===== config.mk =====
export PLATFORM = sky130hd
export DESIGN_NAME = rmq_sqrt_cell
export DESIGN_NICKNAME = d
export VERILOG_FILES = /design/src/rtl/rmq_pkg.sv /design/src/rtl/rmq_sqrt_cell.sv
export SDC_FILE = /design/constraint.sdc
export NUM_CORES = 1
export LEC_CHECK = 0
export BUFFER_PORTS_ARGS = -buffer_cell sky130_fd_sc_hd__buf_2
export CORE_MARGIN = 2
export CORE_UTILIZATION = 39
export CTS_CLUSTER_SIZE = 25
export DETAILED_ROUTE_END_ITERATION = 8
export GPL_ROUTABILITY_DRIVEN = 1
export PLACE_DENSITY = 0.71
export SLEW_MARGIN = 20
export SYNTH_ARGS = -nofsm -noshare
export SYNTH_HDL_FRONTEND = slang
export SYNTH_SLANG_ARGS = --single-unit

===== constraint.sdc =====
create_clock -name i_clk -period 2.97 [get_ports i_clk]
set_input_delay 0.4455 -clock i_clk [delete_from_list [all_inputs] [get_ports i_clk]]
set_output_delay 0.4455 -clock i_clk [all_outputs]
set_load 0.005 [all_outputs]

===== src/rtl/rmq_pkg.sv =====
// shared types and constants for the rotation matrix to quaternion converter
package rmq_pkg;

    localparam int FRAC_BITS = 14;
    localparam int SQ_CELLS  = 16;
    localparam int DV_CELLS  = 17;
    localparam int LATENCY   = SQ_CELLS + DV_CELLS + 3;

    localparam logic [1:0] OWN_W = 2'd0;
    localparam logic [1:0] OWN_X = 2'd1;
    localparam logic [1:0] OWN_Y = 2'd2;
    localparam logic [1:0] OWN_Z = 2'd3;

    typedef struct packed {
        logic              valid;
        logic [31:0]       x;
        logic [18:0]       rem;
        logic [15:0]       root;
        logic [1:0]        own;
        logic [3:0][16:0]  num;
    } t_sq;

    typedef struct packed {
        logic        neg;
        logic        nz;
        logic        ovf;
        logic [16:0] n;
        logic [16:0] p;
        logic [16:0] q;
    } t_lane;

    typedef struct packed {
        logic            valid;
        logic [1:0]      own;
        logic [15:0]     r;
        logic [16:0]     d;
        t_lane [3:0]     lane;
    } t_dv;

endpackage


===== src/rtl/rmq_sqrt_cell.sv =====
// one digit of the restoring square root
module rmq_sqrt_cell
    import rmq_pkg::*;
(
    input  logic i_clk,
    input  logic i_rst_n,
    input  t_sq  i_d,
    output t_sq  o_d
);

    t_sq         r_d;
    t_sq         n_d;
    logic [18:0] rem2;
    logic [18:0] trial;

    always_comb begin
        n_d   = i_d;
        rem2  = {i_d.rem[16:0], i_d.x[31:30]};
        trial = {1'b0, i_d.root, 2'b01};
        n_d.x = {i_d.x[29:0], 2'b00};
        if (rem2 >= trial) begin
            n_d.rem  = rem2 - trial;
            n_d.root = {i_d.root[14:0], 1'b1};
        end else begin
            n_d.rem  = rem2;
            n_d.root = {i_d.root[14:0], 1'b0};
        end
    end

    always_ff @(posedge i_clk) begin
        if (!i_rst_n) begin
            r_d.valid <= 1'b0;
        end else begin
            r_d <= n_d;
        end
    end

    assign o_d = r_d;

endmodule


==> flow_summary.rst <==
.. list-table::
   :header-rows: 1

   * - Metric
     - Value
   * - Outcome
     - finished clean
   * - GRT Resource Usage Total
     - 19.6%
   * - DRC Markers
     - 0
   * - Effective utilization at floorplan
     - 40.3%
   * - Top cell family by delay on the critical path
     - compound AO/OA/AOI/OAI gates
   * - FF+latch count, synth
     - 136
   * - Share of the synthesized area in compound gates (AO/OA/AOI/OAI)
     - 6.89%
   * - Leakage
     - 3.32 nW
   * - Cell taking the most area after synthesis
     - edfxtp_1
   * - Ys Warns
     - 0
   * - Most used cell along the critical path
     - a21oi_1
   * - Via/cell ratio
     - 4.76
   * - Average detailed-routed wire length per instance
     - 18.2 um
   * - Sequential cell area fraction in the yosys report
     - 75.5%
   * - Placement Cell Area
     - 6980 um2
   * - Proportion of layout cells with a drive suffix above 1
     - 54.5%
   * - Maximum clock rate
     - 439 MHz
   * - Fill cell instance count of the final layout
     - 1074
   * - Largest family of logic cells by synthesized area
     - compound AO/OA/AOI/OAI gates
   * - Cell types with the largest area share after synthesis
     - edfxtp_1 (75%), ha_1 (4.2%), mux2_4 (1.9%)
   * - Number of buffers inserted for hold repair after clock tree synthesis
     - 0
   * - Launch point of the worst hold path
     - i_d[60]
   * - Highest fanout seen on the critical path
     - 6
   * - ANT cells
     - 0
   * - Highest-count cells in the layout ignoring fill and taps
     - buf_2 (272), edfxtp_1 (135), inv_1 (21)
   * - Setup-failing EPs final
     - 0
   * - Height of the die
     - 122 um
   * - Initial antenna violation count
     - 5
   * - Simple-gate area share of the yosys netlist
     - 4.31%
   * - Remaining Overflow, GRT
     - 0
   * - Number of distinct library cells after synthesis
     - 46
   * - Count of max-cap constraint violations
     - 0
   * - CTS tree
     - yes
   * - Number of instances in the synthesized netlist
     - 313
   * - Final sum of negative setup slack
     - 0 ps
   * - DR pass1 iterations
     - 4
   * - Iteration-0 DRC count of the detailed router
     - 279
   * - Final-stage net count
     - 762
   * - Final count of hold timing violations
     - 0
   * - Rel. slew slack
     - 61.3%
   * - Post-route ant nets
     - 0
   * - Num CTS Buffers
     - 17
   * - Core box area
     - 13400 um2
   * - Synth top area share
     - 75.2%
   * - Slew of the pin with the lowest slew margin
     - 581 ps
   * - Post-synthesis xor/xnor area fraction
     - 2.44%
   * - Die area
     - 14800 um2
   * - Global-route wire length before repair
     - 20.9 mm
   * - Area used by multi-input combinational logic
     - 1190 um2
   * - Cells along the critical path
     - buf_2 > inv_1 > ha_1 > a21oi_1 > o21ai_0 > a21oi_1 > o221ai_1 > xor2_1 > mux2_4
   * - Cell depth of the worst hold path
     - 1
   * - Root Buffer Master
     - clkbuf_16
   * - Post-DP HPWL
     - 11.1 mm
   * - Routability Congestion
     - 0.829
   * - H-tree lvl count
     - 4
   * - Data arrival at the endpoint of the critical path
     - 2440 ps
   * - Clock transition at the register clock pins on the worst setup and hold paths after CTS
     - 60 ps
   * - Power Density
     - 693 nW/um2
   * - Number of gates resized after CTS
     - 0
   * - Overall via count from detail_route
     - 3774
   * - Layout area overhead
     - 41.3%
   * - Pin count of the biggest net entering global routing
     - 62
   * - Clock tree buffer depth
     - 2
   * - Final max-slew violation count
     - 0
   * - Number of flip-flops in the largest register
     - 136
   * - Number of top-level pins
     - 278
   * - Number of buffers inserted by port buffering
     - 273
   * - Total power after layout
     - 5.28 mW
   * - Critical path type
     - in2reg
   * - Data required time of the critical path
     - 3140 ps
   * - Cell area after layout
     - 7620 um2
   * - Most common cell after layout, fill and taps aside
     - buf_2
   * - Startpoint type of the worst setup path
     - input pin
   * - Number of buffers and inverters on the critical path
     - 2
   * - Slowest CP cell
     - ha_1
   * - Post-layout utilization of the core
     - 56.9%
   * - Terminating pin of the worst hold path
     - o_d[60]
   * - Postcts setup bufs
     - 0
   * - Final period demand of the worst path
     - 2280 ps
   * - Horizontal die dimension
     - 122 um
   * - Adder-Cell Fraction of Synth Area
     - 4.18%
   * - Endpoint class of the critical path
     - flip-flop
   * - Sequential cell area
     - 4070 um2
   * - Tightest Hold Check Type
     - in2reg
   * - Post-Route WL
     - 14.4 mm
   * - Maximum resistive drop on vdd
     - 0.350 mV
   * - Multiplexer share of the synthesized area
     - 4.20%
   * - Floorplan row count
     - 42
   * - Final cycle utilization of the critical path
     - 76.6%
   * - Unrepaired setup endpoints after global routing
     - false
   * - Biggest cell delay along the critical path
     - 390 ps
   * - Clock sink count
     - 136
   * - Via count of the first global-routing pass
     - 3759
   * - Area of the mapped netlist
     - 5390 um2
   * - Mean instance size in the synthesized netlist
     - 17.2 um2
## per-layer routing
metal	vias up	GRT usage, %	part of all wire (%)
met2	161	35.1	54
li1	1781	-	-
met3	26	9.36	8.2
met5	-	0	0.37
met1	1798	19.9	35
met4	8	6.90	1.9
## how the worst max path moves through the flow
stage | cells past startpoint | start | endpoint | slack [ps]
finish | 9 | i_d[76] | o_d[99] | 690
global route | 9 | i_d[76] | o_d[99] | 580
CTS | 9 | i_d[76] | o_d[99] | 700
detailed placement | 9 | i_d[76] | o_d[99] | 260
global placement | 9 | i_d[76] | o_d[99] | 290
floorplan | 9 | i_d[74] | o_d[100] | 570
## cells in the mapped netlist, drive strengths merged
| cell type | instances |
|---|---|
| a2111oi | 1 |
| nor3 | 7 |
| o211ai | 4 |
| a21oi | 16 |
| conb | 1 |
| nor4 | 2 |
| nor2b | 1 |
| dfxtp | 1 |
| o221ai | 2 |
| clkbuf | 2 |
| ha | 18 |
| nand3 | 4 |
| inv | 21 |
| a21bo | 1 |
| a211oi | 5 |
| xnor2 | 8 |
| nand4 | 3 |
| o21a | 5 |
| mux2 | 16 |
| a21o | 2 |
| buf | 4 |
| nor2 | 11 |
| nand2 | 12 |
| nand2b | 2 |
| or2 | 2 |
| edfxtp | 135 |
| and2 | 1 |
| o41ai | 1 |
| mux2i | 2 |
| a2111o | 1 |
| xor2 | 7 |
| o21ai | 12 |
| o31a | 2 |
| a21boi | 1 |
## cells by family after synthesis
| family | after synthesis |
|---|---|
| compound gates | 53 |
| mux | 18 |
| simple gates | 45 |
| xor+xnor | 15 |
| fa+ha+maj | 18 |
| buf+inv | 27 |
| other cells | 1 |
| flops | 136 |
## power breakdown
group	leakage, nW	total [mW]	switching (mW)	internal [mW]
Sequential	1.33	2.35	0.0411	2.31
Clock	0.304	2.26	0.839	1.42
Combinational	1.69	0.660	0.336	0.325
## final cells by class
cell class                 count  share of cell area (%)
clock buffer                  17                    5.58
multi-input combinational    151                    15.7
inverter                      21                    1.03
timing repair buffer         277                    18.6
clock inverter                15                    2.78
tap                          176                    2.89
sequential                   136                    53.5
## stage by stage
stage	cells	setup slack (ps)	hold WS, ps
3_5_place_dp	761	264	624
6_report	793	694	203
5_1_grt	793	584	168
3_3_place_gp	761	293	623
4_1_cts	793	700	185
2_1_floorplan	314	565	544
Note: power is estimated with default switching activity, not from simulation.
