[config.mk]
export PLATFORM = sky130hd
export DESIGN_NAME = rmq_div_cell
export DESIGN_NICKNAME = d
export VERILOG_FILES = /design/src/rtl/rmq_pkg.sv /design/src/rtl/rmq_div_cell.sv
export SDC_FILE = /design/constraint.sdc
export NUM_CORES = 1
export LEC_CHECK = 0
export BUFFER_PORTS_ARGS = -buffer_cell sky130_fd_sc_hd__buf_2
export CAP_MARGIN = 20
export CORE_AREA = 5 5 193 195
export DETAILED_ROUTE_END_ITERATION = 10
export DIE_AREA = 0 0 198 200
export PLACE_DENSITY_LB_ADDON = 0.25
export SLEW_MARGIN = 15
export SYNTH_ARGS = -nofsm -noshare
export SYNTH_HDL_FRONTEND = slang
export SYNTH_SLANG_ARGS = --single-unit
[constraint.sdc]
create_clock -name i_clk -period 4.3 [get_ports i_clk]
set_input_delay 0.645 -clock i_clk [delete_from_list [all_inputs] [get_ports i_clk]]
set_output_delay 0.645 -clock i_clk [all_outputs]
set_load 0.005 [all_outputs]
[src/rtl/rmq_pkg.sv]
// shared types and constants for the rotation matrix to quaternion converter
package rmq_pkg;

    localparam int FRAC_BITS = 14;
    localparam int SQ_CELLS  = 16;
    localparam int DV_CELLS  = 17;
    localparam int LATENCY   = SQ_CELLS + DV_CELLS + 3;

    localparam logic [1:0] OWN_W = 2'd0;
    localparam logic [1:0] OWN_X = 2'd1;
    localparam logic [1:0] OWN_Y = 2'd2;
    localparam logic [1:0] OWN_Z = 2'd3;

    typedef struct packed {
        logic              valid;
        logic [31:0]       x;
        logic [18:0]       rem;
        logic [15:0]       root;
        logic [1:0]        own;
        logic [3:0][16:0]  num;
    } t_sq;

    typedef struct packed {
        logic        neg;
        logic        nz;
        logic        ovf;
        logic [16:0] n;
        logic [16:0] p;
        logic [16:0] q;
    } t_lane;

    typedef struct packed {
        logic            valid;
        logic [1:0]      own;
        logic [15:0]     r;
        logic [16:0]     d;
        t_lane [3:0]     lane;
    } t_dv;

endpackage

[src/rtl/rmq_div_cell.sv]
// one quotient bit of four restoring dividers sharing a divisor
module rmq_div_cell
    import rmq_pkg::*;
(
    input  logic i_clk,
    input  logic i_rst_n,
    input  t_dv  i_d,
    output t_dv  o_d
);

    t_dv         r_d;
    t_dv         n_d;
    logic [3:0][17:0] p2;

    always_comb begin
        n_d = i_d;
        for (int k = 0; k < 4; k++) begin
            p2[k] = {i_d.lane[k].p, i_d.lane[k].n[16]};
            n_d.lane[k].n = {i_d.lane[k].n[15:0], 1'b0};
            if (p2[k] >= {1'b0, i_d.d}) begin
                n_d.lane[k].p = 17'(p2[k] - {1'b0, i_d.d});
                n_d.lane[k].q = {i_d.lane[k].q[15:0], 1'b1};
            end else begin
                n_d.lane[k].p = p2[k][16:0];
                n_d.lane[k].q = {i_d.lane[k].q[15:0], 1'b0};
            end
        end
    end

    always_ff @(posedge i_clk) begin
        if (!i_rst_n) begin
            r_d.valid <= 1'b0;
        end else begin
            r_d <= n_d;
        end
    end

    assign o_d = r_d;

endmodule
==> results.toml, run 1 <==
[global_routing]
grt_usage_pct = 18.7
grt_max_degree = 104
overflow = 0
grtUsageMet1_pct = 22.2
met2_usage_pct = 32.5
grt_util_met3_pct = 6.36
grt_pass1_wl_microns = 56000
antenna_found_initial = 13
grt_pass1_vias = 8959
top_usage_layer = "met2"

[synthesis]
synth_area_sq_um = 11500
synth-main-ff-cell = "edfxtp_1"
yosys.area.top_type = "edfxtp_1"
ys_seq_area_share_pct = 64.9
netlist_instances = 819
postSynth.asyncResetShare_pct = 0
ys_seq_elements = 248
synth_warnings = 0
ys_top_cells_by_area = "edfxtp_1, ha_1, a21oi_1"
synth_cell_types = 62
synth_edf_count = 247
yosysTopAreaCellShare_pct = 64.7
syn_area_per_cell_sq_um = 14.0

[layout]
final_common_cell = "buf_2"
drive_gt1_share_pct = 43.8
largest_reg_flops = 248
mostFrequentLayoutCells = "buf_2, edfxtp_1, a21oi_1"
fin_util_pct = 43.9
area_growth_pct = 34.7
stdcell_count = 1828
nNetsFinal = 1671

[power]
peakVddDrop_mv = 0.320
intPower_mw = 4.79
pwr-share-clk_pct = 34.9
p_seq_share_pct = 46.7
p_sw_share_pct = 25.8
p_leak_nw = 6.73
power_density_nw_per_um2 = 418
power_frac_comb_pct = 18.4
p_switching_mw = 1.67

[detailed_routing]
drc_errors = 0
drt_pre_antenna_iters = 4
vias_per_cell = 4.80
drt_iter0_markers = 353
antenna_left = 0
vias = 8777
wirelength_microns = 40000
wl_per_cell_microns = 21.9

[clock_tree]
cts_setup_buffers = 0
cts_max_level = 1
clkTransAtPathRegs_ns = 0.06
cts_buffers = 28
clock_tree.root_cell = "clkbuf_16"
ctsHoldBuffers = 0
cts_resized = 0
clockBufferDepth = 3
clkSinkCount = 248
cts_tree = "yes"

[timing]
finalCriticalPeriod_ns = 3.25
max_freq_mhz = 308
finalHoldViolations = 0
max-slew-margin-rel_pct = 42.1
setup_viol = 0
tightest_slew_ns = 0.869
post-route-period-util_pct = 75.5
slew_viol_final = 0
rsz0062_at_grt = "no"
fin_tns_setup_ns = 0

[place]
place_hpwl_microns = 31600
dpl.cell_count = 1776
port_buffers = 497
globalplace.congestion = 0.881

[run]
cap_viol_max_count = 0

[worst_setup_path]
crit_required_ns = 4.62
crit_arrival_ns = 3.56
path_buf_inv = 3
crit_family = "compound AO/OA/AOI/OAI gates"
path_cells = "buf_2 > ha_1 > inv_1 > fa_1 > a211oi_1 > nor2_1 > o221ai_1 > o211a_1 > a21boi_0 > o21ai_1 > a31oi_4 > buf_12 > mux2_2"
startpoint_type = "input pin"
critPathMaxFanout = 15
worstSetupStartpoint = "i_d[216]"
worstSetupEndpointType = "flop"
crit_cells = 13
cpPeakStageDelay_ns = 0.42
worst_path_max_delay_cell = "fa_1"
critPathKind = "in2reg"
endpoint = "o_d[128]"

[die]
coreArea_sq_um = 35200
die_y_microns = 200
die_w_microns = 198
die_area_sq_um = 39600
initial_utilization_pct = 32.5
rows = 69
ioPinCount = 506

[status]
status = "finished clean"

[hold_path]
hold_class = "in2reg"
==> routing by layer <==
layer  vias to the layer above  part of all wire, %
met1                      4194                   39
met4                        20                  3.0
met5                         -                 0.35
met3                        72                  8.8
li1                       4152                    -
met2                       339                   49
==> how the worst min path moves through the flow <==
stage	startpoint	end	cells past startpoint
finish	i_d[111]	o_d[112]	1
global route	i_d[0]	o_d[1]	1
CTS	i_d[0]	o_d[1]	1
detailed placement	i_d[111]	o_d[112]	1
global placement	i_d[64]	o_d[65]	1
floorplan	i_d[99]	o_d[100]	0
==> cell families after synthesis <==
logic type	count (synthesis)	share of synthesized area (%)
DFF	248	64.9
AOI/OAI and AO/OA	187	10.3
and+or+nand+nor	168	7.00
adders and majority gates	72	8.12
buffers and inverters	58	2.25
xor gates and xnor gates	51	3.90
muxes	34	3.50
other	1	0.0327
==> metrics by stage <==
stage	power, mW	hold slack [ns]	setup WS, ns	area, sq um
finish	6.46	0.251	1.05	15400
global route	6.78	0.216	0.894	15400
CTS	6.57	0.208	1.07	15400
detailed placement	4.26	0.823	0.471	14600
global placement	4.25	0.822	0.412	14600
floorplan	3.66	0.744	0.983	11500
==> power groups by stage <==
stage	Sequential, mW	Clock [mW]	Combinational [mW]
3_5_place_dp	3.06	0	1.20
4_1_cts	3.02	2.34	1.21
5_1_grt	3.03	2.44	1.31
3_3_place_gp	3.06	0	1.19
2_1_floorplan	3.10	0	0.553
6_report	3.02	2.26	1.19
==> cell type report <==
cell class,count,area (sq um)
diodes,2,5.00
clock buffers,41,800
clock inverters,9,70.1
fillers,3345,19800
inverters,41,154
multi-input cells,516,3780
flip-flops and latches,248,7440
well taps,461,577
repair buffers,510,2620
==> Yosys cell counts, types with 13 or more instances <==
library cell and count:
edfxtp_1 247, a21oi_1 77, nor2_1 74, ha_1 68
inv_1 41, xnor2_1 38, nand2_1 28, o21ai_0 28
mux2_2 25, a21o_1 16, xor2_1 13
Note: power is estimated with default switching activity, not from simulation.
==> run 2, diff against run 1 <==
Clock period 4.3 ns to 3.2 ns, I/O delays scaled along.
==> results.toml, run 2 (synthesized netlist as in run 1, its figures left out) <==
[status]
status = "finished clean"

[clock_tree]
clkSinkCount = 248
cts_setup_buffers = 0
clock_tree.root_cell = "clkbuf_16"
cts_max_level = 1
clockBufferDepth = 3
cts_tree = "yes"
cts_buffers = 29
clkTransAtPathRegs_ns = 0.06
cts_resized = 0
ctsHoldBuffers = 0

[detailed_routing]
antenna_left = 0
drc_errors = 0
vias_per_cell = 4.71
vias = 8861
wirelength_microns = 40100
wl_per_cell_microns = 21.3
drt_iter0_markers = 329
drt_pre_antenna_iters = 4

[layout]
multiInputGateArea_sq_um = 3780
mostFrequentLayoutCells = "buf_2, edfxtp_1, a21oi_1"
final_common_cell = "buf_2"
nNetsFinal = 1717
stdcell_count = 1880
ff_latch_area_sq_um = 7440
fin_area_sq_um = 15800
largest_reg_flops = 248
num-fill-cells = 3332
drive_gt1_share_pct = 45.7
area_growth_pct = 38.2

[hold_path]
hold_depth = 1
hold_class = "in2reg"

[timing]
finalCriticalPeriod_ns = 2.79
finalHoldViolations = 0
setup_viol = 0
setup_ws_ns = 0.406
post-route-period-util_pct = 87.3
max_freq_mhz = 358
rsz0062_at_grt = "no"
slew_viol_final = 0

[die]
coreArea_sq_um = 35200
rows = 69
die_area_sq_um = 39600
initial_utilization_pct = 32.5
ioPinCount = 506
die_y_microns = 200
die_w_microns = 198

[run]
cap_viol_max_count = 0

[power]
p_leak_nw = 6.97
power_density_nw_per_um2 = 552
peakVddDrop_mv = 0.363

[global_routing]
overflow = 0
grt_usage_pct = 18.9
grt_pass1_vias = 8881
grt_pass1_wl_microns = 56400
grt_max_degree = 83
antenna_found_initial = 22

[worst_setup_path]
path_common_cell = "a21oi_1"
critPathKind = "in2reg"
crit_arrival_ns = 3.10
cpPeakStageDelay_ns = 0.66
worst_path_max_delay_cell = "or4_4"
worstSetupEndpointType = "flop"
crit_required_ns = 3.50
path_cells = "buf_2 > ha_1 > inv_1 > fa_1 > a21oi_1 > nor2_1 > o31a_1 > o21ai_2 > a21oi_1 > or4_4 > buf_4 > nor2_1 > a21oi_1"
critPathMaxFanout = 20
startpoint_type = "input pin"

[place]
place_hpwl_microns = 32100
globalplace.congestion = 0.856
dpl.cell_count = 1821
place_area_sq_um = 15000
preCtsSetupSlack_ns = -0.180
port_buffers = 497
-- run 2: metal layers --
| metal | up-vias | GRT usage, % | wire (microns) |
|---|---|---|---|
| li1 | 4249 | - | - |
| met2 | 374 | 32.1 | 19300 |
| met1 | 4125 | 22.3 | 15100 |
| met4 | 28 | 6.17 | 1390 |
| met5 | - | 0 | 158 |
| met3 | 85 | 7.18 | 4120 |
-- run 2: through the flow --
| stage | TNS [ns] | util [%] | hold WS [ns] | power (mW) |
|---|---|---|---|---|
| finish | 0 | 45.0 | 0.0803 | 8.74 |
| global route | 0 | 45.0 | 0.0491 | 9.18 |
| CTS | 0 | 44.9 | 0.0530 | 8.87 |
| detailed placement | -4.65 | 42.5 | 0.658 | 5.81 |
| global placement | -2.97 | 42.5 | 0.657 | 5.80 |
| floorplan | 0 | - | 0.579 | 4.91 |
-- run 2: area by class of cell --
cell class	count	area share [%]
Clock inverter	18	0.663
Clock buffer	35	4.72
Sequential cell	248	46.9
Multi-Input combinational cell	516	23.9
Antenna cell	6	0.0948
Timing Repair Buffer	555	19.1
Inverter	41	0.971
Tap cell	461	3.64
-- run 2: power by group --
part           switching, mW  internal (mW)
clock                   1.34           1.67
sequential            0.0785           3.97
combinational          0.874          0.809
-- run 2: final timing paths --
path | slack (ns) | from | end
worst min-delay path | 0.08 | i_d[0] | o_d[1]
worst max-delay path | 0.41 | i_d[216] | o_d[74]
-- run 2: critical path, delay by kind of cell --
family / cells / cell delay, ns
AOI/OAI and AO/OA: 5 / 0.78
adders and majority gates: 2 / 0.59
buffers and inverters: 3 / 0.45
and+or+nand+nor: 3 / 0.81
